## src/rtl/ttps_pkg.sv

```systemverilog
// ttps_pkg: shared types and constants for the transposition table block
// item, result and table entry structs, operation, bound and config codes, mate limit
// no dependencies
package ttps_pkg;

    localparam int MATE_SCORE = 30000;

    localparam logic [1:0] KIND_PROBE = 2'd0;
    localparam logic [1:0] KIND_STORE = 2'd1;
    localparam logic [1:0] KIND_CLEAR = 2'd2;

    localparam logic [1:0] BOUND_EXACT = 2'd0;
    localparam logic [1:0] BOUND_LOWER = 2'd1;
    localparam logic [1:0] BOUND_UPPER = 2'd2;

    localparam logic [1:0] CFG_TABLE_ENABLE = 2'd0;
    localparam logic [1:0] CFG_SIZE_LOG2    = 2'd1;

    typedef struct packed {
        logic [1:0]         kind;
        logic [63:0]        key;
        logic [6:0]         depth;
        logic signed [15:0] alpha;
        logic signed [15:0] beta;
        logic [6:0]         ply;
        logic signed [15:0] score;
        logic [1:0]         bound;
        logic [15:0]        move;
    } t_item;

    typedef struct packed {
        logic               found;
        logic [15:0]        move_found;
        logic               cutoff;
        logic signed [15:0] score_out;
        logic               stored;
    } t_result;

    // one table slot as seen by the evaluation logic
    typedef struct packed {
        logic [63:0]        key;
        logic signed [15:0] score;
        logic [6:0]         depth;
        logic [1:0]         bound;
        logic [15:0]        move;
    } t_entry;

endpackage

```

## src/rtl/ttps_eval.sv

```systemverilog
// ttps_eval: probe hit, cutoff and store decision for one item against its slot
// mate score shift by ply on read and write, store saturation; uses ttps_pkg
module ttps_eval #(
    parameter int PLY_LIMIT = 128
) (
    input  logic             i_enable,
    input  ttps_pkg::t_item  i_item,
    input  ttps_pkg::t_entry i_ent,
    output ttps_pkg::t_result o_result,
    output logic             o_write,
    output ttps_pkg::t_entry o_wr_ent
);
    import ttps_pkg::*;

    localparam logic signed [17:0] MATE_HI = 18'(MATE_SCORE - PLY_LIMIT);
    localparam logic signed [17:0] MATE_LO = 18'(PLY_LIMIT - MATE_SCORE);
    localparam logic signed [17:0] SAT_HI  = 18'sd32767;
    localparam logic signed [17:0] SAT_LO  = -18'sd32768;

    logic               hit;
    logic signed [17:0] ply_s;
    logic signed [17:0] rd_v;
    logic signed [17:0] rd_adj;
    logic signed [17:0] wr_v;
    logic signed [17:0] wr_adj;
    logic signed [15:0] wr_sat;
    logic               bound_ok;
    logic               skip;

    assign hit   = (i_ent.key == i_item.key);
    assign ply_s = $signed({11'd0, i_item.ply});

    // mate scores move towards the root on read
    always_comb begin
        rd_v = 18'(i_ent.score);
        if (rd_v > MATE_HI) begin
            rd_adj = rd_v - ply_s;
        end else if (rd_v < MATE_LO) begin
            rd_adj = rd_v + ply_s;
        end else begin
            rd_adj = rd_v;
        end
    end

    always_comb begin
        case (i_ent.bound)
            BOUND_EXACT: bound_ok = 1'b1;
            BOUND_LOWER: bound_ok = (rd_adj >= 18'(i_item.beta));
            BOUND_UPPER: bound_ok = (rd_adj <= 18'(i_item.alpha));
            default:     bound_ok = 1'b0;
        endcase
    end

    // and away from it on write, clamped to the score width
    always_comb begin
        wr_v = 18'(i_item.score);
        if (wr_v > MATE_HI) begin
            wr_adj = wr_v + ply_s;
        end else if (wr_v < MATE_LO) begin
            wr_adj = wr_v - ply_s;
        end else begin
            wr_adj = wr_v;
        end
        if (wr_adj > SAT_HI) begin
            wr_sat = 16'sh7fff;
        end else if (wr_adj < SAT_LO) begin
            wr_sat = -16'sh8000;
        end else begin
            wr_sat = wr_adj[15:0];
        end
    end

    assign skip = hit && (i_ent.depth > i_item.depth) && (i_item.bound != BOUND_EXACT);

    always_comb begin
        o_result = '0;
        o_write  = 1'b0;
        if (i_enable) begin
            case (i_item.kind)
                KIND_PROBE: begin
                    if (hit) begin
                        o_result.found      = 1'b1;
                        o_result.move_found = i_ent.move;
                        o_result.score_out  = rd_adj[15:0];
                        o_result.cutoff     = (i_ent.depth >= i_item.depth) && bound_ok;
                    end
                end
                KIND_STORE: begin
                    o_result.stored = !skip;
                    o_write         = !skip;
                end
                default: begin
                    o_result = '0;
                end
            endcase
        end
    end

    always_comb begin
        o_wr_ent.key   = i_item.key;
        o_wr_ent.score = wr_sat;
        o_wr_ent.depth = i_item.depth;
        o_wr_ent.bound = i_item.bound;
        o_wr_ent.move  = i_item.move;
    end

endmodule

```

## config.mk

```make
export PLATFORM = sky130hd
export DESIGN_NAME = ttps_eval
export DESIGN_NICKNAME = d
export VERILOG_FILES = /design/src/rtl/ttps_pkg.sv /design/src/rtl/ttps_eval.sv
export SDC_FILE = /design/constraint.sdc
export NUM_CORES = 1
export LEC_CHECK = 0
export BUFFER_PORTS_ARGS = -buffer_cell sky130_fd_sc_hd__clkbuf_2
export CAP_MARGIN = 20
export CORE_AREA = 2 2 151 153
export DETAILED_ROUTE_END_ITERATION = 7
export DIE_AREA = 0 0 153 155
export GPL_TIMING_DRIVEN = 1
export PLACE_DENSITY = 0.61
export SLEW_MARGIN = 20
export SYNTH_ARGS = -nofsm -noshare
export SYNTH_HDL_FRONTEND = slang
export SYNTH_SLANG_ARGS = --single-unit
export TNS_END_PERCENT = 10
```

## constraint.sdc

```tcl
create_clock -name vclk -period 4.4
set_input_delay 0.22 -clock vclk [all_inputs]
set_output_delay 0.22 -clock vclk [all_outputs]
set_load 0.02 [all_outputs]
```

; Word-level counts from Yosys, hierarchy flattened
; Index checks and enable logic that the tools add are counted.
[totals]
output_inout_bits = 141
reg_bits = 0
[op_classes]
n_lt_le_gt_ge = 10
eq_ne = 4
muxes = 12
n_reduce_logical = 7
addsub = 4
[ops]
columns = operator, count
row1 = $mux 18, 4
row2 = $mux 34, 2
row3 = $eq 64x64->1, 1
row4 = $mux 35, 1
row5 = $add 16x8->17, 2
row6 = $sub 16x8->17, 2
row7 = $gt 16x16->1 const B, 2
row8 = $lt 16x16->1 const B, 2
row9 = $mux 16, 2
row10 = $ge 18x16->1, 1
row11 = $gt 18x16->1 const B, 1
row12 = $le 18x16->1, 1
row13 = $lt 18x16->1 const B, 1
row14 = $ge 7x7->1, 1
row15 = $gt 7x7->1, 1
row16 = $eq 2x1->1 const B, 2
row17 = $logic_not 2->1, 2
row18 = $logic_and 1x1->1, 3
row19 = $pmux 1 s3, 1
row20 = $eq 2x2->1 const B, 1
row21 = $mux 1, 2
row22 = $reduce_bool 2->1, 1
row23 = $logic_not 1->1, 1

; Logic depth before layout (Yosys ltp)
[logic_depth]
depth_word = 9
ltp_mapped = 16
mapped_depth_nobuf = 16

; Worst setup path before layout
; No wires, ideal clock.
[synth_path]
kind = input to output
start = input port i_item[39] in the netlist's numbering
end = output port o_result[17] in the netlist's numbering
stages = 14
required_ps = 4180
t_arrival_ps = 3117
path_buffers = 0
setup_slack_ps = 1063
cell_sequence = inv_1 ha_1 a21o_1 a21oi_1 or4b_2 nor3_1 o21ai_0 and2_1 ha_1 a21oi_1 o2111ai_1 or3_1 a21oi_1 o221a_2
[synth_rtl]
columns = element, line_no
row1 = start: declaration, ttps_eval.sv:7  ; input ttps_pkg::t_item i_item,
row2 = end: declaration, ttps_eval.sv:9  ; output ttps_pkg::t_result o_result,

==> results.cfg <==
[run_status]
status = complete, no violations

[pwr]
power_density_nw_per_um2 = 101
ir_worst_vdd_uv = 50.3
power_switching_w = 0.000361
internal_power_w = 0.000269
clkPwrFrac_pct = 0
combPwrFrac_pct = 100.0
power_leakage_nw = 3.33
seq_power_share_pct = 0
switching_share_pct = 57.3

[sta]
rsz0062_at_grt = false
worstMarginPinSlew_ns = 0.935
layout_setup_ws_ns = 0.419
period_share_pct = 90.5
period_needed_ns = 3.98
slew_viol_final = 0
hold_viol = 0
slew_headroom_pct = 37.5
fin_tns_setup_ns = 0
setup_viol = 0
maxClockFrequency_mhz = 251

[final_layout]
final_cell_mix = clkbuf_2, ha_1, xnor2_1
nFillCells = 2499
final_common_cell = clkbuf_2
nFlopsAndLatches = 0
syn2layout_area_growth_pct = 30.7
seqCellArea_um2 = 0
nets = 1257
multi_input_area_um2 = 3760
instances_no_fill = 1219
drive_gt1_share_pct = 41.7
nClkBuffers = 0

[die]
ios = 393
die_area_um2 = 23700
die_h_um = 155
row_count = 55
die_w_um = 153
start_util_pct = 21.5
coreArea_um2 = 22200

[critical_path]
cp_cell_sequence = clkbuf_2 > inv_1 > ha_1 > nand2_1 > o21ai_0 > nand3_1 > a32oi_1 > or3_1 > nand2_1 > ha_1 > nand4_1 > nor3_1 > a21oi_1 > o21a_1 > a21oi_1 > o221a_2 > clkbuf_2
cp.required_ns = 4.18
critPathKind = in2out
cp_max_fo = 5
start_kind = input pin
critical_path_buf_inv_count = 3
crit_slowest_cell = o21ai_0
worst_path_dominant_cell_family = compound AO/OA/AOI/OAI gates
cp.arrival_ns = 3.76
cp-end-kind = primary output
cp_slowest_stage_delay_ns = 0.40
startpoint = i_item[35]

[place]
port_buffers = 361
hpwl_um = 19300
place.gp.congestion = 0.908
dp_slack_ns = 0.458
dp.cells = 1215

[routing]
route.met3.wl_um = 1190
wl_um = 20900
dr.pass1.iters = 5
wl_per_cell_um = 17.1
ant_nets = 0
drt_iter0_markers = 288
vias = 5630
drcViolationCount = 0
met2_length_um = 11000
wl_met1_um = 8510
vias_per_cell = 4.62
top_layer = met5

[synthesis]
avgSynthCellArea_um2 = 7.06
yosysSeqAreaShare_pct = 0
yosys.area.top_type_share_pct = 18.1
synth_top_cell_by_area = ha_1
yosys_warnings = 0
synthCells = 675
netlist_area_um2 = 4770
synth_cell_types = 68
synthTopCellsByArea = ha_1, buf_4, xnor2_1, inv_1, and2_1
syn_nets = 1000

[global_route]
grt_max_degree = 35
antenna_found_initial = 1
track_usage_pct = 16.1
grt_pass1_wl_um = 30100
grt_pass1_vias = 5281
grt.overflow.total = 0

[worst_hold_path]
holdPathStages = 0
min-delay-start = i_item[0]
hp-class = in2out
min_to = o_wr_ent[0]

[cts]
ctsHoldBuffers = 0
cts_setup_buffers = 0
cts_resized = 0

[job]
maxCapViolations = 0
## area by class of cell
type / count / area share [%]
inverters: 65 / 3.92
diodes: 4 / 0.161
multi-input cells: 497 / 60.4
well taps: 285 / 5.72
repair buffers: 368 / 29.8
## power groups by stage
stage,clock network [W],registers [W],logic [W]
3_5_place_dp,0,0,0.000633
4_1_cts,0,0,0.000637
3_3_place_gp,0,0,0.000632
5_1_grt,0,0,0.000698
2_1_floorplan,0,0,0.000421
6_report,0.0000000000494,0,0.000630
## kinds of logic after synthesis
kind of cell,count (synthesis),share of synthesized area (%)
AND/OR/NAND/NOR,199,23.9
buffers and inverters,178,21.2
AO/OA/AOI/OAI,154,21.9
adder cells (fa/ha/maj),73,19.8
XOR/XNOR,68,12.5
multiplexers,3,0.682
## cells in the mapped netlist, types with 3 or more instances
| cell | n |
|---|---|
| a211oi_1 | 5 |
| a21boi_0 | 5 |
| a21o_1 | 13 |
| a21oi_1 | 33 |
| a221oi_1 | 4 |
| a31oi_1 | 6 |
| and2_1 | 29 |
| and3_1 | 4 |
| buf_2 | 5 |
| buf_4 | 90 |
| clkbuf_1 | 17 |
| fa_1 | 4 |
| ha_1 | 69 |
| inv_1 | 65 |
| nand2_1 | 26 |
| nand2b_1 | 5 |
| nand3_1 | 21 |
| nand4_1 | 23 |
| nor2_1 | 27 |
| nor2b_1 | 8 |
| nor3_1 | 14 |
| nor3b_1 | 6 |
| nor4_1 | 12 |
| o211ai_1 | 4 |
| o21a_1 | 5 |
| o21ai_0 | 33 |
| o21bai_1 | 7 |
| o221a_2 | 3 |
| o22a_1 | 4 |
| o22ai_1 | 6 |
| o31ai_1 | 3 |
| o41ai_1 | 3 |
| or2_2 | 4 |
| or3_1 | 5 |
| xnor2_1 | 66 |
## per-stage QoR
stage	utilization, %	hold slack, ns	area, um^2	power [W]
6_report	28.0	0.440	6230	0.000630
3_5_place_dp	28.0	0.440	6220	0.000633
4_1_cts	28.0	0.440	6220	0.000637
5_1_grt	28.0	0.440	6220	0.000698
3_3_place_gp	28.0	0.440	6220	0.000632
2_1_floorplan	-	0.553	4770	0.000421
## layer usage
layer  up-vias  track usage (%)
li1       2835                -
met1      2554             19.8
met2       225             31.3
met3        14             1.73
met4         2             1.46
met5         -                0
## how the worst max path moves through the flow
stage                         to  slack [ns]  depth (start not counted)
CTS                 o_result[17]        0.45                         16
detailed placement  o_result[17]        0.46                         16
finish              o_result[17]        0.42                         17
global route        o_result[17]        0.09                         17
floorplan           o_result[17]        1.06                         14
global placement    o_result[17]        0.47                         16
Power figures use the tool's default switching activity.
